File: src/hw/rtl/puct_child_select_macros.svh
// assertion macros for the puct child select block
// no dependencies
`ifndef PUCT_CHILD_SELECT_MACROS_SVH
`define PUCT_CHILD_SELECT_MACROS_SVH
`ifndef NO_ASSERTIONS
`define PCS_ASSERT_IMP(label, clk, rst, a, c) \
   label: assert property (@(posedge clk) disable iff (rst) (a) |-> (c)) \
      else $error("assertion failed");
`define PCS_ASSERT_NEXT(label, clk, rst, a, c) \
   label: assert property (@(posedge clk) disable iff (rst) (a) |=> (c)) \
      else $error("assertion failed");
`else
`define PCS_ASSERT_IMP(label, clk, rst, a, c)
`define PCS_ASSERT_NEXT(label, clk, rst, a, c)
`endif
`endif

File: src/hw/rtl/pcs_pkg.sv
// shared constants for the puct child select block
// no dependencies
package pcs_pkg;
   localparam int VisitsWidth = 20;
   localparam int ValueWidth  = 37;
   localparam int PriorWidth  = 17;
   localparam int GainWidth   = 16;
   localparam int ScoreWidth  = 32;
   localparam int RootWidth   = 16;
   localparam int IndexWidth  = 9;
   localparam int ProdWidth   = GainWidth + PriorWidth + RootWidth; // 49
   localparam logic [GainWidth-1:0] GainReset = 16'd4096;
endpackage

File: src/hw/rtl/puct_child_select.sv
// puct child selection on one shared shift-subtract unit, one bit per cycle
// uses pcs_pkg and puct_child_select_macros.svh
// sequence, accept to rsp_valid: sqrt on a run's first child only, q div, mul1,
// mul2, explore div, sum, best, out; q div is cut short when the child is unvisited
// one child at a time: req_ready only in idle; out stalls until the response is taken
// reset: synchronous, clears sequencer, run state and loads gain with 1.0
`include "puct_child_select_macros.svh"
module puct_child_select import pcs_pkg::*; #(
   parameter int MAX_CHILDREN = 512
) (
   input  logic                         clock,
   input  logic                         reset,
   input  logic                         csr_write_enable,
   input  logic [GainWidth-1:0]         csr_write_data,
   input  logic                         req_valid,
   output logic                         req_ready,
   input  logic [VisitsWidth-1:0]       req_parent_visits,
   input  logic [VisitsWidth-1:0]       req_child_visits,
   input  logic signed [ValueWidth-1:0] req_child_value_sum,
   input  logic [PriorWidth-1:0]        req_child_prior,
   input  logic                         req_last_child,
   output logic                         rsp_valid,
   input  logic                         rsp_ready,
   output logic signed [ScoreWidth-1:0] rsp_child_score,
   output logic [IndexWidth-1:0]        rsp_best_index,
   output logic                         rsp_best_valid
);
   localparam int CntWidth = $clog2(MAX_CHILDREN + 1);
   localparam logic [CntWidth-1:0] CntMax = CntWidth'(MAX_CHILDREN);
   // shared unit register width: wide enough for the explore dividend
   localparam int AccWidth = ProdWidth + 2;
   localparam int DivWidth = ProdWidth; // quotient bits for explore

   localparam logic [3:0] StIdle  = 4'd0;
   localparam logic [3:0] StSqrt  = 4'd1;
   localparam logic [3:0] StQdiv  = 4'd2;
   localparam logic [3:0] StMul1  = 4'd3;
   localparam logic [3:0] StMul2  = 4'd4;
   localparam logic [3:0] StEdiv  = 4'd5;
   localparam logic [3:0] StSum   = 4'd6;
   localparam logic [3:0] StBest  = 4'd7;
   localparam logic [3:0] StOut   = 4'd8;

   logic [3:0]              state_ff, state_in;
   logic [5:0]              step_ff, step_in;
   logic [GainWidth-1:0]    gain_ff;
   logic [VisitsWidth-1:0]  cv_ff;
   logic [ValueWidth-1:0]   mag_ff;     // |child sum|
   logic                    neg_ff;
   logic [PriorWidth-1:0]   prior_ff;
   logic                    last_ff;
   logic [RootWidth-1:0]    root_ff, root_in;
   logic [CntWidth-1:0]     cnt_ff, cnt_in;
   logic signed [ScoreWidth-1:0] best_score_ff, best_score_in;
   logic [CntWidth-1:0]     best_pos_ff, best_pos_in;
   // shared shift-subtract unit: remainder, quotient/root, source shifting
   logic [AccWidth-1:0]     rem_ff, rem_in;
   logic [AccWidth-1:0]     quo_ff, quo_in;
   logic [AccWidth-1:0]     src_ff, src_in;
   logic [AccWidth-1:0]     dvs_ff, dvs_in;
   logic signed [ValueWidth:0] q_ff, q_in;
   logic [32:0]             mul_ff, mul_in;
   logic [AccWidth-1:0]     trial;
   logic                    take;
   logic signed [ValueWidth+1:0] sum;
   logic signed [ScoreWidth-1:0] score_ff, score_in;
   logic [ScoreWidth-1:0]   rsp_score_ff;
   logic [IndexWidth-1:0]   rsp_idx_ff;
   logic                    rsp_bv_ff;
   logic                    rsp_valid_ff;
   logic                    rsp_free;

   assign rsp_free = !rsp_valid_ff || rsp_ready;
   assign req_ready = (state_ff == StIdle) && !reset;

   // one subtract-compare per cycle, used by sqrt and both divisions
   always_comb begin
      if (state_ff == StSqrt) begin
         trial = {rem_ff[AccWidth-3:0], src_ff[AccWidth-1 -: 2]}
               - {quo_ff[AccWidth-3:0], 2'b01};
         take  = !trial[AccWidth-1] && (rem_ff[AccWidth-1:AccWidth-2] == 2'b00);
      end else begin
         trial = {rem_ff[AccWidth-2:0], src_ff[AccWidth-1]} - dvs_ff;
         take  = !trial[AccWidth-1];
      end
   end

   always_comb begin
      sum = (ValueWidth+2)'(q_ff) + $signed({1'b0, quo_ff[ValueWidth-1:0]});
      if (quo_ff[AccWidth-1:ValueWidth] != '0 || sum > 39'sd2147483647)
         score_in = 32'sh7fffffff;
      else if (sum < -39'sd2147483648)
         score_in = 32'sh80000000;
      else
         score_in = sum[ScoreWidth-1:0];
   end

   always_comb begin
      state_in = state_ff;
      step_in = step_ff;
      root_in = root_ff;
      rem_in = rem_ff;
      quo_in = quo_ff;
      src_in = src_ff;
      dvs_in = dvs_ff;
      q_in = q_ff;
      mul_in = mul_ff;
      cnt_in = cnt_ff;
      best_score_in = best_score_ff;
      best_pos_in = best_pos_ff;
      case (state_ff)
         StIdle: begin
            if (req_valid) begin
               step_in = '0;
               rem_in = '0;
               quo_in = '0;
               if (cnt_ff == '0) begin
                  state_in = StSqrt;
                  // radicand pv<<12 (32 bits) top-aligned, 16 root bits
                  src_in = {req_parent_visits, 12'd0, {(AccWidth-32){1'b0}}};
               end else begin
                  state_in = StQdiv;
                  src_in = {req_child_value_sum[ValueWidth-1]
                     ? ValueWidth'(-req_child_value_sum)
                     : ValueWidth'(req_child_value_sum), {(AccWidth-ValueWidth){1'b0}}};
               end
               dvs_in = AccWidth'(req_child_visits);
            end
         end
         StSqrt: begin
            rem_in = take ? trial : {rem_ff[AccWidth-3:0], src_ff[AccWidth-1 -: 2]};
            quo_in = {quo_ff[AccWidth-2:0], take};
            src_in = {src_ff[AccWidth-3:0], 2'b00};
            step_in = step_ff + 6'd1;
            if (step_ff == 6'd15) begin
               root_in = RootWidth'({quo_ff[AccWidth-2:0], take});
               state_in = StQdiv;
               step_in = '0;
               rem_in = '0;
               quo_in = '0;
               src_in = {mag_ff, {(AccWidth-ValueWidth){1'b0}}};
            end
         end
         StQdiv: begin
            rem_in = take ? trial : {rem_ff[AccWidth-2:0], src_ff[AccWidth-1]};
            quo_in = {quo_ff[AccWidth-2:0], take};
            src_in = {src_ff[AccWidth-2:0], 1'b0};
            step_in = step_ff + 6'd1;
            if (cv_ff == '0) begin
               q_in = '0;
               state_in = StMul1;
            end else if (step_ff == 6'(ValueWidth-1)) begin
               q_in = neg_ff ? -$signed({1'b0, quo_in[ValueWidth-1:0]})
                             :  $signed({1'b0, quo_in[ValueWidth-1:0]});
               state_in = StMul1;
            end
         end
         StMul1: begin
            mul_in = 33'(gain_ff * prior_ff);
            state_in = StMul2;
         end
         StMul2: begin
            src_in = AccWidth'(mul_ff * root_ff);
            src_in = {src_in[DivWidth-1:0], {(AccWidth-DivWidth){1'b0}}};
            dvs_in = AccWidth'({cv_ff + 21'd0 + 21'd1, 18'd0});
            rem_in = '0;
            quo_in = '0;
            step_in = '0;
            state_in = StEdiv;
         end
         StEdiv: begin
            rem_in = take ? trial : {rem_ff[AccWidth-2:0], src_ff[AccWidth-1]};
            quo_in = {quo_ff[AccWidth-2:0], take};
            src_in = {src_ff[AccWidth-2:0], 1'b0};
            step_in = step_ff + 6'd1;
            if (step_ff == 6'(DivWidth-1)) state_in = StSum;
         end
         StSum: begin
            state_in = StBest;
         end
         StBest: begin
            if (cnt_ff < CntMax) begin
               if (cnt_ff == '0 || score_ff > best_score_ff) begin
                  best_score_in = score_ff;
                  best_pos_in = cnt_ff;
               end
               cnt_in = cnt_ff + 1'b1;
            end
            state_in = StOut;
         end
         StOut: begin
            if (rsp_free) begin
               state_in = StIdle;
               if (last_ff) cnt_in = '0;
            end
         end
         default: state_in = StIdle;
      endcase
   end

   always_ff @(posedge clock) begin
      if (reset) begin
         state_ff <= StIdle;
         gain_ff <= GainReset;
         cnt_ff <= '0;
         root_ff <= '0;
         best_score_ff <= '0;
         best_pos_ff <= '0;
         rsp_valid_ff <= 1'b0;
      end else begin
         state_ff <= state_in;
         cnt_ff <= cnt_in;
         root_ff <= root_in;
         best_score_ff <= best_score_in;
         best_pos_ff <= best_pos_in;
         if (csr_write_enable) gain_ff <= csr_write_data;
         if (state_ff == StOut && rsp_free) rsp_valid_ff <= 1'b1;
         else if (rsp_ready) rsp_valid_ff <= 1'b0;
      end
   end

   always_ff @(posedge clock) begin
      step_ff <= step_in;
      rem_ff <= rem_in;
      quo_ff <= quo_in;
      src_ff <= src_in;
      dvs_ff <= dvs_in;
      q_ff <= q_in;
      mul_ff <= mul_in;
      if (state_ff == StSum) score_ff <= score_in;
      if (req_valid && req_ready) begin
         cv_ff <= req_child_visits;
         neg_ff <= req_child_value_sum[ValueWidth-1];
         mag_ff <= req_child_value_sum[ValueWidth-1]
            ? ValueWidth'(-req_child_value_sum) : ValueWidth'(req_child_value_sum);
         prior_ff <= req_child_prior;
         last_ff <= req_last_child;
      end
      if (state_ff == StOut && rsp_free) begin
         rsp_score_ff <= score_ff;
         rsp_idx_ff <= last_ff ? IndexWidth'(best_pos_ff) : '0;
         rsp_bv_ff <= last_ff;
      end
   end

   assign rsp_valid = rsp_valid_ff;
   assign rsp_child_score = rsp_score_ff;
   assign rsp_best_index = rsp_idx_ff;
   assign rsp_best_valid = rsp_bv_ff;

   `PCS_ASSERT_IMP(a_ready_idle, clock, reset, req_ready, state_ff == StIdle)
   `PCS_ASSERT_NEXT(a_accept_busy, clock, reset, req_valid && req_ready, !req_ready)
   `PCS_ASSERT_IMP(a_cnt_bound, clock, reset, 1'b1, cnt_ff <= CntMax)
   `PCS_ASSERT_NEXT(a_out_done, clock, reset, state_ff == StOut && rsp_free,
      rsp_valid && state_ff == StIdle)
endmodule

File: config.mk
export PLATFORM = sky130hd
export DESIGN_NAME = puct_child_select
export DESIGN_NICKNAME = d
export VERILOG_FILES = /design/src/hw/rtl/pcs_pkg.sv /design/src/hw/rtl/puct_child_select.sv
export VERILOG_INCLUDE_DIRS = /design/src /design/src/hw/rtl
export SDC_FILE = /design/constraint.sdc
export NUM_CORES = 2
export LEC_CHECK = 0
export ABC_AREA = 1
export BUFFER_PORTS_ARGS = -buffer_cell sky130_fd_sc_hd__buf_4
export CELL_PAD_IN_SITES_DETAIL_PLACEMENT = 1
export CELL_PAD_IN_SITES_GLOBAL_PLACEMENT = 2
export CORE_ASPECT_RATIO = 0.8
export CORE_UTILIZATION = 40
export DETAILED_ROUTE_END_ITERATION = 12
export PLACE_DENSITY = 0.84
export SLEW_MARGIN = 20
export SYNTH_ARGS = -nofsm -noshare
export SYNTH_HDL_FRONTEND = slang
export SYNTH_SLANG_ARGS = --single-unit
File: constraint.sdc
create_clock -name clock -period 15.2 [get_ports clock]
set_input_delay 3.04 -clock clock [delete_from_list [all_inputs] [get_ports clock]]
set_output_delay 3.04 -clock clock [all_outputs]
set_load 0.02 [all_outputs]
==> impl_metrics.env <==
export IMPL_fillers=18100
export IMPL_leakagePower_nw=31.2
export IMPL_post_drt_wl_per_cell_microns=21.7
export IMPL_synth_top_area_cell="fa_1"
export IMPL_cts_max_level=2
export IMPL_path_clk_slew_ns=0.06
export IMPL_crit_end="src_ff[46]$_DFFE_PP_"
export IMPL_grt_overflow_total=0
export IMPL_netlist_area_sq_um=59100
export IMPL_cp_start_kind="register"
export IMPL_final_cells=9683
export IMPL_final_cell_mix="1,751 x nand2_1, 1,644 x inv_1, 649 x nor2_1, 642 x fa_1, 495 x a21oi_1"
export IMPL_post_cts_resized=0
export IMPL_clkPwrFrac=0.144
export IMPL_drtIter0Drc=3615
export IMPL_tightest_slew_ns=1.20
export IMPL_ant_nets=0
export IMPL_initial_core_util=0.405
export IMPL_setup_viol=0
export IMPL_period_minus_slack_ns=7.34
export IMPL_portBuffers=159
export IMPL_critical_path_class="register to register"
export IMPL_max_slew_margin_rel=0.190
export IMPL_peakVddDrop_uv=112
export IMPL_path_max_fanout=34
export IMPL_ctsLongestPathBuffers=3
export IMPL_final_area_sq_um=64000
export IMPL_grt_max_degree=97
export IMPL_layout_commonest_cell="nand2_1"
export IMPL_hp_class="register to register"
export IMPL_power_per_cell_area_nw_per_um2=168
export IMPL_cts_sinks=505
export IMPL_firstDrtPassIters=5
export IMPL_netlist_area_leader_share=0.217
export IMPL_vias=51300
export IMPL_grt_pass1_wl_microns=323000
export IMPL_row_count=125
export IMPL_switchingPower_mw=5.68
export IMPL_rsz0062_at_grt="false"
export IMPL_synth_fp_nets=8860
export IMPL_reg2reg_to="src_ff[46]$_DFFE_PP_"
export IMPL_antenna_found_initial=10
export IMPL_yosysSeqAreaShare=0.242
export IMPL_required_ns=15.65
export IMPL_critPathCaptureType="register"
export IMPL_comb_power_share=0.613
export IMPL_drive_gt1_frac=0.0527
export IMPL_routed_wl_microns=211000
export IMPL_die_area_sq_um=149000
export IMPL_worstSetupStartpoint="root_ff[6]$_SDFFE_PP0P_"
export IMPL_ys_warn_count=0
export IMPL_dpl_cell_count=9565
export IMPL_ys_flop_type="edfxtp_1"
export IMPL_synth_area_leaders="fa_1 22%, edfxtp_1 21%, nand2_1 11%"
export IMPL_syn_to_final_growth_pct=8.30
export IMPL_p_int_mw=5.08
export IMPL_hold_buffers=0
export IMPL_switching_share=0.528
export IMPL_drc=0
export IMPL_hold_violations=0
export IMPL_gp_congestion=0.950
export IMPL_tns_ns=0
export IMPL_ff2ff_setup_slack_ns=7.86
export IMPL_ff2ff_path_depth=24
export IMPL_cts_tree="built"
export IMPL_synth_edf_count=417
export IMPL_ioPinCount=160
export IMPL_fin_crit_sh=0.483
export IMPL_run_status="complete, no violations"
export IMPL_final_nets=8807
export IMPL_setup_slack_ns=7.86
export IMPL_synth_cells=7711
export IMPL_die_x_microns=432
export IMPL_clk_latency_ns=0.73
export IMPL_dp_hpwl_microns=171000
export IMPL_r2r_start="root_ff[6]$_SDFFE_PP0P_"
export IMPL_synth_distinct_cells=64
export IMPL_die_height_microns=346
export IMPL_arrival_ns=7.79
export IMPL_synth_seq_cells=505
export IMPL_cts_buffers=59
export IMPL_p_seq_frac=0.243
export IMPL_syn_avg_cell_area_sq_um=7.67
export IMPL_finClkSkew_ns=0.0537
export IMPL_postSynth_asyncResetShare=0
export IMPL_cap_violations=0
export IMPL_maxSlewViolCount=0
export IMPL_hold_ws_ns=0.484
export IMPL_place_area_sq_um=61900
export IMPL_grt_pass1_vias=53600
export IMPL_fmax_mhz=136
export IMPL_avgViaCountPerCell=5.30
export IMPL_post_cts_buffers=0
export IMPL_cts_root_buf="clkbuf_16"
export IMPL_core_sq_um=146000
export IMPL_dp_slack_ns=7.95
export IMPL_grt_usage=0.281
## final cells by class
type | instances | area [sq um] | area share
Antenna cell | 6 | 15.0 | 0.000234
Inverter | 1671 | 6270 | 0.0980
Clock buffer | 83 | 1740 | 0.0272
Timing Repair Buffer | 198 | 1510 | 0.0235
Sequential cell | 505 | 14300 | 0.223
Tap cell | 1968 | 2460 | 0.0385
Multi-Input combinational cell | 5223 | 37400 | 0.584
Clock inverter | 29 | 344 | 0.00537
## registers in the layout, indices dropped and copies added, names as in the netlist, 4 cells and up
register,flops
quo_ff,51
rem_ff,51
src_ff,49
dvs_ff,39
q_ff,38
mag_ff,37
mul_ff,33
best_score_ff,32
rsp_child_score,32
score_ff,32
cv_ff,20
prior_ff,17
gain_ff,16
root_ff,16
cnt_ff,10
best_pos_ff,9
rsp_best_index,9
step_ff,6
state_ff,4
## power by group through the flow
stage | combinational [mW] | clock (mW) | sequential [mW]
final | 6.60 | 1.55 | 2.61
after global routing | 7.38 | 1.62 | 2.65
after CTS | 6.58 | 1.59 | 2.59
after detailed placement | 6.53 | 0 | 2.62
after global placement | 6.41 | 0 | 2.60
after floorplan | 4.67 | 0 | 2.30
## synthesized netlist by cell type (50+ instances only)
| cell | count |
|---|---|
| nand2_1 | 1754 |
| inv_1 | 1647 |
| nor2_1 | 658 |
| fa_1 | 642 |
| a21oi_1 | 495 |
| edfxtp_1 | 417 |
| ha_1 | 391 |
| o21ai_0 | 350 |
| clkbuf_1 | 272 |
| nand3_1 | 227 |
| dfxtp_1 | 88 |
| xor2_1 | 85 |
| nor3_1 | 80 |
| xnor2_1 | 60 |
| a31oi_1 | 57 |
| nand4_1 | 50 |
## worst min path at each step
stage / start / endpoint / slack (ns) / cells past startpoint
floorplan: last_ff$_DFFE_PP_ / rsp_best_valid$_DFFE_PP_ / 0.42 / 0
detailed placement: best_pos_ff[3]$_SDFFE_PP0P_ / best_pos_ff[3]$_SDFFE_PP0P_ / 0.47 / 2
finish: best_pos_ff[3]$_SDFFE_PP0P_ / best_pos_ff[3]$_SDFFE_PP0P_ / 0.48 / 2
global route: best_score_ff[2]$_SDFFE_PP0P_ / best_score_ff[2]$_SDFFE_PP0P_ / 0.52 / 2
CTS: best_pos_ff[3]$_SDFFE_PP0P_ / best_pos_ff[3]$_SDFFE_PP0P_ / 0.48 / 2
global placement: best_pos_ff[3]$_SDFFE_PP0P_ / best_pos_ff[3]$_SDFFE_PP0P_ / 0.46 / 2
## kinds of logic after synthesis
kind of cell | synth area share
AND/OR/NAND/NOR | 0.199
buffers and inverters | 0.128
multiplexers | 0.000529
XOR/XNOR | 0.0215
adder cells (fa/ha/maj) | 0.300
AO/OA/AOI/OAI | 0.110
flip-flops | 0.242
## critical path, cell delays in order (launching register included)
cell	delay (ns)
dfxtp_2	1.00
nand2_1	0.11
inv_1	0.15
fa_1	0.43
inv_1	0.10
fa_1	0.49
fa_1	0.56
inv_1	0.06
fa_1	0.46
fa_1	0.54
inv_1	0.05
fa_1	0.66
inv_1	0.07
ha_1	0.41
nand2_1	0.12
nor2_1	0.39
inv_1	0.09
nor4_1	0.41
o21ai_0	0.16
nand3_1	0.21
nand3_1	0.10
nand2_1	0.10
a21oi_1	0.07
o21ai_0	0.16
o211ai_1	0.13
## metrics by stage
step / utilization / power (mW)
after detailed placement: 0.424 / 9.15
after CTS: 0.439 / 10.8
after floorplan: - / 6.97
after global placement: 0.424 / 9.01
final: 0.439 / 10.8
after global routing: 0.439 / 11.6
## per-layer routing
metal  vias to the layer above  wire length [microns]  GRT usage
li1                      24000                      -          -
met1                     25700                 104000      0.428
met2                      1425                  88100      0.417
met3                       190                  14700     0.0451
met4                         0                   3990     0.0542
met5                         -                      0          0
No activity file was read; power rests on OpenSTA's default activity.
